$ cat src/rtl/mia_pkg.sv
// ---------------------------------------------------------------------------
// mia_pkg: shared types and constants for the mean inscribed angle block
// Holds the CORDIC arctangent table, datapath widths and result status codes.
// ---------------------------------------------------------------------------
package mia_pkg;

	// CORDIC datapath
	localparam int CORDIC_STEPS = 31;
	localparam int STEP_W       = 5;
	localparam int WORK_W       = 62;   // holds a prescaled vector plus gain growth
	localparam int PRESCALE_TOP = 58;   // vector is scaled by 2^(58 - coordinate bits)
	localparam logic [31:0] HALF_TURN = 32'h8000_0000;

	// Port field widths
	localparam int FIELD_W    = 16;
	localparam int COUNT_W    = 10;
	localparam int STATUS_W   = 2;

	// Result status codes
	localparam logic [STATUS_W-1:0] STATUS_OK    = 2'd0;
	localparam logic [STATUS_W-1:0] STATUS_SHORT = 2'd1;
	localparam logic [STATUS_W-1:0] STATUS_OVER  = 2'd2;

	// atan(2^-i) in units of 2^-32 turn
	function automatic logic [31:0] atan_turn(input logic [STEP_W-1:0] idx);
		logic [31:0] val;
		unique case (idx)
			5'd0:    val = 32'h2000_0000;
			5'd1:    val = 32'h12E4_051E;
			5'd2:    val = 32'h09FB_385B;
			5'd3:    val = 32'h0511_11D4;
			5'd4:    val = 32'h028B_0D43;
			5'd5:    val = 32'h0145_D7E1;
			5'd6:    val = 32'h00A2_F61E;
			5'd7:    val = 32'h0051_7C55;
			5'd8:    val = 32'h0028_BE53;
			5'd9:    val = 32'h0014_5F2F;
			5'd10:   val = 32'h000A_2F98;
			5'd11:   val = 32'h0005_17CC;
			5'd12:   val = 32'h0002_8BE6;
			5'd13:   val = 32'h0001_45F3;
			5'd14:   val = 32'h0000_A2FA;
			5'd15:   val = 32'h0000_517D;
			5'd16:   val = 32'h0000_28BE;
			5'd17:   val = 32'h0000_145F;
			5'd18:   val = 32'h0000_0A30;
			5'd19:   val = 32'h0000_0518;
			5'd20:   val = 32'h0000_028C;
			5'd21:   val = 32'h0000_0146;
			5'd22:   val = 32'h0000_00A3;
			5'd23:   val = 32'h0000_0051;
			5'd24:   val = 32'h0000_0029;
			5'd25:   val = 32'h0000_0014;
			5'd26:   val = 32'h0000_000A;
			5'd27:   val = 32'h0000_0005;
			5'd28:   val = 32'h0000_0003;
			5'd29:   val = 32'h0000_0001;
			5'd30:   val = 32'h0000_0001;
			default: val = 32'h0000_0000;
		endcase
		return val;
	endfunction

endpackage

$ cat src/rtl/mia_cordic.sv
// ---------------------------------------------------------------------------
// mia_cordic: iterative vectoring CORDIC for the direction of a vector
// One micro-rotation per cycle; returns the angle in binary angle units.
// ---------------------------------------------------------------------------
module mia_cordic #(
	parameter int COORD_BITS = 16,
	parameter int ANGLE_BITS = 16
) (
	input  logic                         clk,
	input  logic                         arst_n,
	input  logic                         start,
	input  logic signed [COORD_BITS:0]   dx,
	input  logic signed [COORD_BITS:0]   dy,
	output logic                         done,
	output logic [ANGLE_BITS-1:0]        angle
);

	localparam int W        = mia_pkg::WORK_W;
	localparam int PRESCALE = mia_pkg::PRESCALE_TOP - COORD_BITS;
	localparam logic [31:0] ROUND = 32'(64'd1 << (31 - ANGLE_BITS));
	localparam logic [mia_pkg::STEP_W-1:0] LAST_STEP =
		mia_pkg::STEP_W'(mia_pkg::CORDIC_STEPS - 1);

	typedef enum logic {CS_IDLE, CS_RUN} cstate_t;

	cstate_t                      state_q;
	logic [mia_pkg::STEP_W-1:0]   step_q;
	logic signed [W-1:0]          x_q, y_q;
	logic [31:0]                  z_q;
	logic                         done_q;
	logic [ANGLE_BITS-1:0]        angle_q;

	// prescaled start vector, folded into the right half plane
	logic signed [W-1:0] x_scl, y_scl;
	logic                is_zero;
	assign x_scl   = W'(dx) <<< PRESCALE;
	assign y_scl   = W'(dy) <<< PRESCALE;
	assign is_zero = (dx == '0) && (dy == '0);

	// one micro-rotation
	logic signed [W-1:0] sh_x, sh_y, x_n, y_n;
	logic [31:0]         z_n, z_rnd, atan_i;
	logic                y_pos;
	assign sh_x   = x_q >>> step_q;
	assign sh_y   = y_q >>> step_q;
	assign y_pos  = !y_q[W-1] && (y_q != '0);
	assign atan_i = mia_pkg::atan_turn(step_q);
	assign x_n    = y_pos ? x_q + sh_y : x_q - sh_y;
	assign y_n    = y_pos ? y_q - sh_x : y_q + sh_x;
	assign z_n    = y_pos ? z_q + atan_i : z_q - atan_i;
	assign z_rnd  = z_n + ROUND;

	// sequencer
	always_ff @(posedge clk or negedge arst_n) begin
		if (!arst_n) begin
			state_q <= CS_IDLE;
			step_q  <= '0;
			x_q     <= '0;
			y_q     <= '0;
			z_q     <= '0;
			done_q  <= 1'b0;
			angle_q <= '0;
		end else begin
			done_q <= 1'b0;
			unique case (state_q)
				CS_IDLE: begin
					if (start) begin
						step_q <= '0;
						if (is_zero) begin
							// repeated point: direction zero
							angle_q <= '0;
							done_q  <= 1'b1;
						end else if (x_scl[W-1]) begin
							x_q     <= -x_scl;
							y_q     <= -y_scl;
							z_q     <= mia_pkg::HALF_TURN;
							state_q <= CS_RUN;
						end else begin
							x_q     <= x_scl;
							y_q     <= y_scl;
							z_q     <= '0;
							state_q <= CS_RUN;
						end
					end
				end
				CS_RUN: begin
					x_q    <= x_n;
					y_q    <= y_n;
					z_q    <= z_n;
					step_q <= step_q + 1'b1;
					if (step_q == LAST_STEP) begin
						angle_q <= z_rnd[31 -: ANGLE_BITS];
						done_q  <= 1'b1;
						state_q <= CS_IDLE;
					end
				end
				default: state_q <= CS_IDLE;
			endcase
		end
	end

	assign done  = done_q;
	assign angle = angle_q;

endmodule

$ cat src/rtl/mia_div.sv
// ---------------------------------------------------------------------------
// mia_div: iterative signed divider, quotient truncated toward zero
// Restoring division on the magnitude, one quotient bit per cycle.
// ---------------------------------------------------------------------------
module mia_div #(
	parameter int NUM_W = 27,
	parameter int DEN_W = 11
) (
	input  logic                    clk,
	input  logic                    arst_n,
	input  logic                    start,
	input  logic signed [NUM_W-1:0] num,
	input  logic [DEN_W-1:0]        den,
	output logic                    done,
	output logic signed [NUM_W-1:0] quot
);

	localparam int IDX_W = (NUM_W > 1) ? $clog2(NUM_W) : 1;
	localparam logic [IDX_W-1:0] LAST_BIT = IDX_W'(NUM_W - 1);

	typedef enum logic {DS_IDLE, DS_RUN} dstate_t;

	dstate_t            state_q;
	logic [IDX_W-1:0]   bit_q;
	logic [NUM_W-1:0]   mag_q;     // dividend bits shift out, quotient bits shift in
	logic [DEN_W-1:0]   rem_q;
	logic [DEN_W-1:0]   den_q;
	logic               neg_q;
	logic               done_q;

	// trial subtract
	logic [DEN_W:0] trial, diff;
	logic           fits;
	assign trial = {rem_q, mag_q[NUM_W-1]};
	assign diff  = trial - {1'b0, den_q};
	assign fits  = !diff[DEN_W];

	always_ff @(posedge clk or negedge arst_n) begin
		if (!arst_n) begin
			state_q <= DS_IDLE;
			bit_q   <= '0;
			mag_q   <= '0;
			rem_q   <= '0;
			den_q   <= '0;
			neg_q   <= 1'b0;
			done_q  <= 1'b0;
		end else begin
			done_q <= 1'b0;
			unique case (state_q)
				DS_IDLE: begin
					if (start) begin
						mag_q   <= num[NUM_W-1] ? (~num + 1'b1) : num;
						neg_q   <= num[NUM_W-1];
						den_q   <= den;
						rem_q   <= '0;
						bit_q   <= '0;
						state_q <= DS_RUN;
					end
				end
				DS_RUN: begin
					rem_q  <= fits ? diff[DEN_W-1:0] : trial[DEN_W-1:0];
					mag_q  <= {mag_q[NUM_W-2:0], fits};
					bit_q  <= bit_q + 1'b1;
					if (bit_q == LAST_BIT) begin
						done_q  <= 1'b1;
						state_q <= DS_IDLE;
					end
				end
				default: state_q <= DS_IDLE;
			endcase
		end
	end

	assign done = done_q;
	assign quot = neg_q ? -$signed(mag_q) : $signed(mag_q);

endmodule

$ cat src/rtl/mean_inscribed_angle.sv
// ---------------------------------------------------------------------------
// mean_inscribed_angle: mean inscribed angle of one laser scan segment
// Each point from the third on, while the segment has room, takes two 31-step
// runs of the shared CORDIC unit plus sequencing; the first two points need no
// CORDIC run. The last point of a segment of three or more points also runs the
// bit-serial divider before the result item is shown on the master side.
// Points are taken one at a time: s_tready is high only while idle.
// Reset: segment state, sequencer and output valid clear at once; no sweep.
// ---------------------------------------------------------------------------
module mean_inscribed_angle #(
	parameter int MAX_POINTS = 1024,
	parameter int COORD_BITS = 16,
	parameter int ANGLE_BITS = 16
) (
	input  logic        clk,
	input  logic        arst_n,
	input  logic        s_tvalid,
	output logic        s_tready,
	input  logic [31:0] s_tdata,   // [15:0] point_x, [31:16] point_y
	input  logic        s_tlast,   // last_point
	output logic        m_tvalid,
	input  logic        m_tready,
	output logic [31:0] m_tdata,   // [15:0] mean_angle, [25:16] angle_count, [31:26] zero
	output logic [1:0]  m_tuser    // [1:0] status
);

	localparam int CNT_W = $clog2(MAX_POINTS + 1);
	localparam int SUM_W = ANGLE_BITS + $clog2(MAX_POINTS) + 1;
	localparam int FW    = mia_pkg::FIELD_W;
	localparam int CW    = mia_pkg::COUNT_W;

	typedef enum logic [2:0] {
		ST_IDLE, ST_BACK, ST_FWD, ST_FIN, ST_DIV, ST_EMIT
	} state_t;

	state_t                        state_q;
	logic signed [COORD_BITS-1:0]  x_q, y_q;
	logic                          last_q;
	logic signed [COORD_BITS-1:0]  prev0_x_q, prev0_y_q, prev1_x_q, prev1_y_q;
	logic [CNT_W-1:0]              points_q;
	logic signed [SUM_W-1:0]       sum_q;
	logic                          overflowed_q;
	logic [ANGLE_BITS-1:0]         back_q;
	logic [FW-1:0]                 res_mean_q, mean_out_q;
	logic [CW-1:0]                 res_cnt_q, cnt_out_q;
	logic [mia_pkg::STATUS_W-1:0]  res_status_q, status_out_q;
	logic                          m_tvalid_q;

	// input fields at coordinate width
	logic signed [COORD_BITS-1:0] in_x, in_y;
	logic                         s_accept;
	assign in_x     = COORD_BITS'(s_tdata[15:0]);
	assign in_y     = COORD_BITS'(s_tdata[31:16]);
	assign s_tready = (state_q == ST_IDLE);
	assign s_accept = s_tvalid && s_tready;

	// segment bookkeeping
	logic has_room, need_angle, enough;
	assign has_room   = points_q < CNT_W'(MAX_POINTS);
	assign need_angle = has_room && (points_q >= CNT_W'(2));
	assign enough     = points_q >= CNT_W'(3);

	// shared CORDIC: backward vector at accept, forward vector after it
	logic                       c_start, c_done;
	logic signed [COORD_BITS:0] c_dx, c_dy;
	logic [ANGLE_BITS-1:0]      c_angle;
	assign c_start = (s_accept && need_angle) || ((state_q == ST_BACK) && c_done);
	always_comb begin
		if (state_q == ST_IDLE) begin
			c_dx = {prev1_x_q[COORD_BITS-1], prev1_x_q} - {prev0_x_q[COORD_BITS-1], prev0_x_q};
			c_dy = {prev1_y_q[COORD_BITS-1], prev1_y_q} - {prev0_y_q[COORD_BITS-1], prev0_y_q};
		end else begin
			c_dx = {x_q[COORD_BITS-1], x_q} - {prev0_x_q[COORD_BITS-1], prev0_x_q};
			c_dy = {y_q[COORD_BITS-1], y_q} - {prev0_y_q[COORD_BITS-1], prev0_y_q};
		end
	end

	mia_cordic #(
		.COORD_BITS(COORD_BITS),
		.ANGLE_BITS(ANGLE_BITS)
	) u_cordic (
		.clk   (clk),
		.arst_n(arst_n),
		.start (c_start),
		.dx    (c_dx),
		.dy    (c_dy),
		.done  (c_done),
		.angle (c_angle)
	);

	// inscribed angle, wrapped to a signed half turn
	logic [ANGLE_BITS-1:0] a_diff;
	assign a_diff = c_angle - back_q;

	// divider for the segment mean
	logic                    d_start, d_done;
	logic [CNT_W-1:0]        n_angles;
	logic signed [SUM_W-1:0] d_quot;
	assign d_start  = (state_q == ST_FIN) && last_q && enough;
	assign n_angles = points_q - CNT_W'(2);

	mia_div #(
		.NUM_W(SUM_W),
		.DEN_W(CNT_W)
	) u_div (
		.clk   (clk),
		.arst_n(arst_n),
		.start (d_start),
		.num   (sum_q),
		.den   (n_angles),
		.done  (d_done),
		.quot  (d_quot)
	);

	// zero-extended views for the output fields
	logic [39:0] mean_ext;
	logic [31:0] n_ext;
	assign mean_ext = 40'(d_quot[ANGLE_BITS-1:0]);
	assign n_ext    = 32'(n_angles);

	// sequencer, segment state and output register
	always_ff @(posedge clk or negedge arst_n) begin
		if (!arst_n) begin
			state_q      <= ST_IDLE;
			x_q          <= '0;
			y_q          <= '0;
			last_q       <= 1'b0;
			prev0_x_q    <= '0;
			prev0_y_q    <= '0;
			prev1_x_q    <= '0;
			prev1_y_q    <= '0;
			points_q     <= '0;
			sum_q        <= '0;
			overflowed_q <= 1'b0;
			back_q       <= '0;
			res_mean_q   <= '0;
			res_cnt_q    <= '0;
			res_status_q <= mia_pkg::STATUS_OK;
			mean_out_q   <= '0;
			cnt_out_q    <= '0;
			status_out_q <= mia_pkg::STATUS_OK;
			m_tvalid_q   <= 1'b0;
		end else begin
			// drop valid on handshake unless a new item is loaded this cycle
			if (m_tvalid_q && m_tready && (state_q != ST_EMIT)) begin
				m_tvalid_q <= 1'b0;
			end
			unique case (state_q)
				ST_IDLE: begin
					if (s_accept) begin
						x_q    <= in_x;
						y_q    <= in_y;
						last_q <= s_tlast;
						if (need_angle) begin
							state_q <= ST_BACK;
						end else begin
							if (has_room) begin
								prev1_x_q <= prev0_x_q;
								prev1_y_q <= prev0_y_q;
								prev0_x_q <= in_x;
								prev0_y_q <= in_y;
								points_q  <= points_q + 1'b1;
							end else begin
								overflowed_q <= 1'b1;
							end
							state_q <= ST_FIN;
						end
					end
				end
				ST_BACK: begin
					if (c_done) begin
						back_q  <= c_angle;
						state_q <= ST_FWD;
					end
				end
				ST_FWD: begin
					if (c_done) begin
						sum_q     <= sum_q + SUM_W'($signed(a_diff));
						prev1_x_q <= prev0_x_q;
						prev1_y_q <= prev0_y_q;
						prev0_x_q <= x_q;
						prev0_y_q <= y_q;
						points_q  <= points_q + 1'b1;
						state_q   <= ST_FIN;
					end
				end
				ST_FIN: begin
					if (!last_q) begin
						state_q <= ST_IDLE;
					end else if (!enough) begin
						// short segment: flag only
						res_mean_q   <= '0;
						res_cnt_q    <= '0;
						res_status_q <= mia_pkg::STATUS_SHORT;
						state_q      <= ST_EMIT;
					end else begin
						state_q <= ST_DIV;
					end
				end
				ST_DIV: begin
					if (d_done) begin
						res_mean_q   <= mean_ext[FW-1:0];
						res_cnt_q    <= n_ext[CW-1:0];
						res_status_q <= overflowed_q ? mia_pkg::STATUS_OVER
						                             : mia_pkg::STATUS_OK;
						state_q      <= ST_EMIT;
					end
				end
				ST_EMIT: begin
					if (!m_tvalid_q || m_tready) begin
						mean_out_q   <= res_mean_q;
						cnt_out_q    <= res_cnt_q;
						status_out_q <= res_status_q;
						m_tvalid_q   <= 1'b1;
						prev0_x_q    <= '0;
						prev0_y_q    <= '0;
						prev1_x_q    <= '0;
						prev1_y_q    <= '0;
						points_q     <= '0;
						sum_q        <= '0;
						overflowed_q <= 1'b0;
						state_q      <= ST_IDLE;
					end
				end
				default: state_q <= ST_IDLE;
			endcase
		end
	end

	assign m_tvalid = m_tvalid_q;
	assign m_tdata  = {6'd0, cnt_out_q, mean_out_q};
	assign m_tuser  = status_out_q;

	// checks
	a_points_cap: assert property (@(posedge clk) disable iff (!arst_n)
		points_q <= CNT_W'(MAX_POINTS))
		else $error("point count above capacity");

	a_short_zero: assert property (@(posedge clk) disable iff (!arst_n)
		m_tvalid && (m_tuser == mia_pkg::STATUS_SHORT) |-> (m_tdata[25:0] == 26'd0))
		else $error("short segment result carries data");

	a_seg_cleared: assert property (@(posedge clk) disable iff (!arst_n)
		$rose(m_tvalid) |-> (points_q == '0) && (sum_q == '0) && !overflowed_q)
		else $error("segment state not cleared with result");

	a_cordic_owner: assert property (@(posedge clk) disable iff (!arst_n)
		c_done |-> (state_q == ST_BACK) || (state_q == ST_FWD))
		else $error("CORDIC finished outside an angle step");

	a_div_count: assert property (@(posedge clk) disable iff (!arst_n)
		(state_q == ST_DIV) |-> enough && $stable(points_q))
		else $error("divider running on a short segment");

endmodule
$ cat config.mk
export PLATFORM = sky130hd
export DESIGN_NAME = mean_inscribed_angle
export DESIGN_NICKNAME = d
export VERILOG_FILES = /design/src/rtl/mia_pkg.sv /design/src/rtl/mia_cordic.sv /design/src/rtl/mia_div.sv /design/src/rtl/mean_inscribed_angle.sv
export SDC_FILE = /design/constraint.sdc
export NUM_CORES = 2
export LEC_CHECK = 0
export BUFFER_PORTS_ARGS = -buffer_cell sky130_fd_sc_hd__buf_2
export CORE_MARGIN = 8
export CORE_UTILIZATION = 28
export DETAILED_ROUTE_END_ITERATION = 12
export SLEW_MARGIN = 15
export SYNTH_ARGS = -nofsm -noshare
export SYNTH_HDL_FRONTEND = slang
export SYNTH_SLANG_ARGS = --single-unit
$ cat constraint.sdc
create_clock -name clk -period 11.4 [get_ports clk]
set_input_delay 0.57 -clock clk [delete_from_list [all_inputs] [get_ports clk]]
set_output_delay 0.57 -clock clk [all_outputs]
set_load 0.05 [all_outputs]
Word-level counts from Yosys, hierarchy flattened:

Memories as Yosys holds them, arrays and structs flattened.
Index checks and enable logic that the tools add are counted.

* add/subtract/negate cells: 22
* order comparisons: 3
* eq/ne operators: 23
* shifts and indexed selects: 2
* multiplexer cells: 105
* bitwise gates (word level): 3
* reductions and logical operators: 34

Operators by type and width (count)
* $mux W62: 8
* $mux W16: 24
* $pmux W62 S2: 2
* $pmux W16 S3: 4
* $mux W32: 4
* $add A62 B62 Y62: 2
* $neg A59 Y62: 2
* $sshr A62 B5 Y62: 2
* $sub A62 B62 Y62: 2
* $mux W27: 4
* $pmux W27 S2: 2
* $mux W11: 7
* $sub A16 B16 Y17: 4
* $pmux W16 S2: 2
* $pmux W32 S2: 1
* $reduce_bool A62 Y1: 1
* $logic_not A17 Y1: 2
* $mux W17: 2
* $pmux W11 S3: 1
* $add A32 B16 Y32 const B: 1
* $add A32 B32 Y32: 1
* $sub A32 B32 Y32: 1
* $mux W10: 3
* $add A27 B1 Y27 const B: 1
* other kinds (39): 109

* register bits after elaboration: 448
* bits in read-only memories: 960
* input bits: 37
* output and inout port bits: 36
* word-level logic and storage cells: 226
* memories: 1

Memory list
* (no name shown): depth 32, bits a word 30, rd ports 1, clocked after memory_dff 0, wr ports 0, RTL line mia_pkg.sv:27 `unique case (idx)`

Depth between registers and ports, before layout:

* word-level depth: 7
* mapped depth: 34

Hierarchy:

From an unflattened synthesis, not the netlist that was laid out.

* cells, all modules: 5567
* area, all modules: 46358.2 um2

Modules (own cells, without submodules)
* mia_cordic: times used 1, cells each 3722, area an instance 29574.6 um2
* mean_inscribed_angle: times used 1, cells each 1349, area an instance 12504.5 um2
* mia_div: times used 1, cells each 496, area an instance 4279.1 um2

Worst setup path after synthesis:

No wires, ideal clock.

* path type: reg-to-reg
* from: register u_cordic.step_q[1] in the netlist's numbering
* to: register u_cordic.angle_q[15], in the netlist u_cordic.angle[15]
* setup time: 0.069 ns
* arrival time: 7.734 ns
* path slack: 3.598 ns
* cell stages (with the launch flop): 33
* buffers on the path: 9
* cell sequence: dfrtp_1 > buf_4 > buf_4 > inv_1 > buf_6 > buf_6 > buf_4 > buf_1 > clkbuf_1 > buf_1 > ha_1 > nand2b_1 > a21oi_1 > a31oi_1 > a21boi_0 > ha_1 > nand3_1 > nor3_1 > a31oi_1 > xor2_1 > ha_1 > clkbuf_1 > a21oi_1 > o21ai_0 > a311o_1 > a221o_1 > o2111ai_1 > a21oi_1 > a2111oi_0 > a21oi_1 > xnor2_1 > or4_1 > nand3_1

* cells in the longest elaborated chain, start to end: 6
* elaborated cells between the ends (all ways): 10
* those cells by class: 3 x add/sub; 2 x eq/ne; 3 x mux; 1 x reduce/logical; 1 x memory

RTL lines
* start, declared: RTL line mia_cordic.sv:27 `logic [mia_pkg::STEP_W-1:0] step_q;`
* start signal, assigned: RTL line mia_cordic.sv:90 `step_q <= step_q + 1'b1;`
* $mem_v2 Z32 W30
* $sub A32 B32 Y32 or $add A32 B32 Y32 (tied branches): RTL line mia_cordic.sv:50 `assign z_n = y_pos ? z_q + atan_i : z_q - atan_i;`
* $mux W32: RTL line mia_cordic.sv:50
* $add A32 B16 Y32: RTL line mia_cordic.sv:51 `assign z_rnd = z_n + ROUND;`
* $mux W16: RTL line mia_cordic.sv:91 `if (step_q == LAST_STEP) begin`
* $pmux W16 S2: RTL line mia_cordic.sv:65 `unique case (state_q)`
* end signal, assigned: RTL line mia_cordic.sv:92 `angle_q <= z_rnd[31 -: ANGLE_BITS];`
* end, declared: RTL line mia_cordic.sv:31 `logic [ANGLE_BITS-1:0] angle_q;`

Parallel ways exist; a longest one is shown, timed or not. The select of a mux whose other input is x is not followed.
A chain may end at the register's enable or synchronous reset.

Worst setup path after layout:

* from: register u_cordic.step_q[4] in the netlist's numbering
* to: register u_cordic.y_q[61]

* cells in the longest elaborated chain, start to end: 4
* elaborated cells between the ends (all ways): 5
* those cells by class: 2 x add/sub; 1 x shift; 2 x mux

RTL lines
* $sshr A62 B5 Y62 *: RTL line mia_cordic.sv:44 `assign sh_x = x_q >>> step_q;`
* $add A62 B62 Y62 or $sub A62 B62 Y62 (tied branches): RTL line mia_cordic.sv:49 `assign y_n = y_pos ? y_q - sh_x : y_q + sh_x;`
* $mux W62 *: RTL line mia_cordic.sv:49
* $pmux W62 S2 *: RTL line mia_cordic.sv:65
* end signal, assigned: RTL line mia_cordic.sv:75 `y_q <= -y_scl;`
* end signal, assigned: RTL line mia_cordic.sv:80 `y_q <= y_scl;`
* end signal, assigned: RTL line mia_cordic.sv:88 `y_q <= y_n;`
* end, declared: RTL line mia_cordic.sv:28 `logic signed [W-1:0] x_q, y_q;`

Mark *: on every way between the ends. The rest lies on a longest branch, timed or not.

==> metrics.txt <==
Worst-Skew Late Latency=0.69 ns; share of cells above drive strength 1=12.2%; largest net degree at the start of global routing=150; Seq/Total Area, Yosys=23.8%; top cells by area, synth=dfrtp_1 24%, ha_1 7.1%, mux4_2 6.5%; Clock Sink Count=448; post-CTS sizing=0; Yosys reg bits=448; Worst R2R Setup Slack=2.58 ns; Async SR Flop Fraction=100%; worst path arrival time=9.36 ns; Clock Path Buffers=3; drt first pass iters=7; Area growth syn-to-layout=8.00%; Routed Antenna Nets=0; EDFF count, synth=0; Slew Limit Headroom=21.5%; Clk pin slew, worst setup/hold paths=0.06 ns; Setup Fix Bufs, Post-CTS=0; Avg Synthesized Cell Area=8.55 µm²; grt met2 use=26.9%; Fmax achieved=0.113 GHz; busiest grt layer=met2; antenna cell count=0; worst hold slack=0.131 ns; outcome=complete, no violations; GR Util met3=3.43%; DPL Wire Length=119 mm; Slew @ Worst Pin=1.18 ns; Final setup viols=0; # port buffers=66; Initial Util=28.2%; CTS tree=done; first-pass GRT wire length=252 mm; MaxCap Viol Count=0; Die Wd=426 µm; total negative setup slack=0 ns; DRT iter0 DRCs=4909; total track usage=17.1%; Site Rows=150; initial antenna violation count=2; clk root buf=clkbuf_16; leading cell type in the layout, fill and taps excluded=nand2_1; Clock Skew=0.0530 ns; CTS H-tree depth=2; Vias=43900; most frequent cells in the layout=598 x nand2_1, 441 x dfrtp_1, 428 x o21ai_0; Core Region=0.167 mm²; GR Layer Usage met1=22.7%; Synth Instances=5512; HP Class=in -> reg; io pins=73; Setup crit start kind=register; Synth top area share=23.8%; WL per Instance=21.5 µm; Final Hold Vio Count=0; Yosys top cell by area=dfrtp_1; CP Capture Type=register; Req. time, crit path=11.94 ns; # nets final=5656; Die Ht=426 µm; TritonCTS Buffers=55; DRC Markers=0; crit path kind=reg -> reg; Max FO, Critical Path=149; Via-to-Cell Ratio=5.78; hold_buf cts=1; fin crit share=77.4%; Cell variety after synth=113; Post-Synthesis Cell Area=0.0471 mm²; Warnings, synthesis=0; RSZ-0062 raised after global routing=false; vias in the first global route=42300; crit path time final=8.82 ns; Synth Flop Type=dfrtp_1; GP Congestion=0.991; final WL=163 mm; grt ovf=0; fin. max-slew vios=0; die area=0.182 mm²
==> layout make-up <==
class	count	area [µm²]
inverters	176	663
clock buffers	76	1510
repair buffers	135	898
fillers	17500	116000
well taps	2204	2760
clock inverters	25	368
flip-flops and latches	448	11200
multi-input cells	4529	33500
==> synthesized netlist by cell type (all sizes together) (100+ instances only) <==
library cell / number
nor2: 353
inv: 175
a21o: 125
nand3: 100
ha: 266
buf: 139
dfrtp: 448
o21ai: 437
mux2: 194
a21oi: 411
nand2: 598
clkbuf: 225
xor2: 205
xnor2: 215
mux4: 158
mux2i: 145
==> sequential cells by signal, summed over array words and instances (netlist names), 3 cells and up <==
signal           count
u_cordic.angle      16
prev0_y_q           16
state_q              3
prev1_x_q           16
sum_q               27
u_cordic.y_q        62
prev1_y_q           16
u_div.bit_q          5
points_q            11
u_div.rem_q         11
u_cordic.step_q      5
u_cordic.x_q        62
x_q                 16
u_div.mag_q         27
y_q                 16
res_cnt_q           10
back_q              16
u_div.den_q         11
prev0_x_q           16
res_mean_q          16
cnt_out_q           10
mean_out_q          16
u_cordic.z_q        32
==> stage by stage <==
stage / setup WS, ns / instance area [µm²] / util [%] / std cells
after floorplan: 3.60 / 47200 / - / 5517
after global placement: 2.80 / 49000 / 29.3 / 7491
after detailed placement: 2.88 / 49000 / 29.3 / 7491
after CTS: 2.85 / 50900 / 30.4 / 7593
after global routing: 2.29 / 50900 / 30.4 / 7593
final: 2.58 / 50900 / 30.4 / 7593
==> final timing paths <==
path                               startpoint          endpoint  cells past startpoint
min in group asynchronous              arst_n            x_q[5]                      2
max reg2reg                u_cordic.step_q[4]  u_cordic.y_q[61]                     22
min reg2reg                      prev1_x_q[4]      prev1_x_q[4]                      2
max                        u_cordic.step_q[4]  u_cordic.y_q[61]                     22
max in group asynchronous              arst_n    u_div.den_q[1]                      4
min                                   s_tlast            last_q                      2
==> worst max-delay path, cell delays in order, from the launching register on <==
cell and delay (ns):
dfrtp_4 0.99, buf_12 0.50, mux4_1 0.52, mux4_2 0.53, a211oi_2 0.35, and2_1 0.24, and4_1 0.25, and4_1 0.38
nand4_1 0.53, o31ai_1 0.55, o21ai_1 0.31, a21o_1 0.24, a21oi_1 0.15, ha_1 0.35, a21o_1 0.23, a31o_2 0.24
a221oi_1 0.49, and4_1 0.36, o31ai_1 0.14, o31ai_1 0.38, o21ai_0 0.17, xnor2_1 0.15, a221o_1 0.30
==> logic make-up after synthesis <==
logic type | share of synthesized area, %
AO/OA/AOI/OAI | 23.2
XOR/XNOR | 7.80
adder cells (fa/ha/maj) | 7.40
buffers and inverters | 5.42
flip-flops | 23.8
multiplexers | 15.4
other | 0.00796
AND/OR/NAND/NOR | 17.0
==> layer usage <==
metal / wire (µm) / part of all wire (%)
met3: 14100 / 8.6
met1: 69300 / 42
met4: 7530 / 4.6
met5: 0 / 0
met2: 72300 / 44
Power is left out: the tool's default activity adds up to more than one toggle a clock period on the data nets, which glitch-free logic cannot reach.
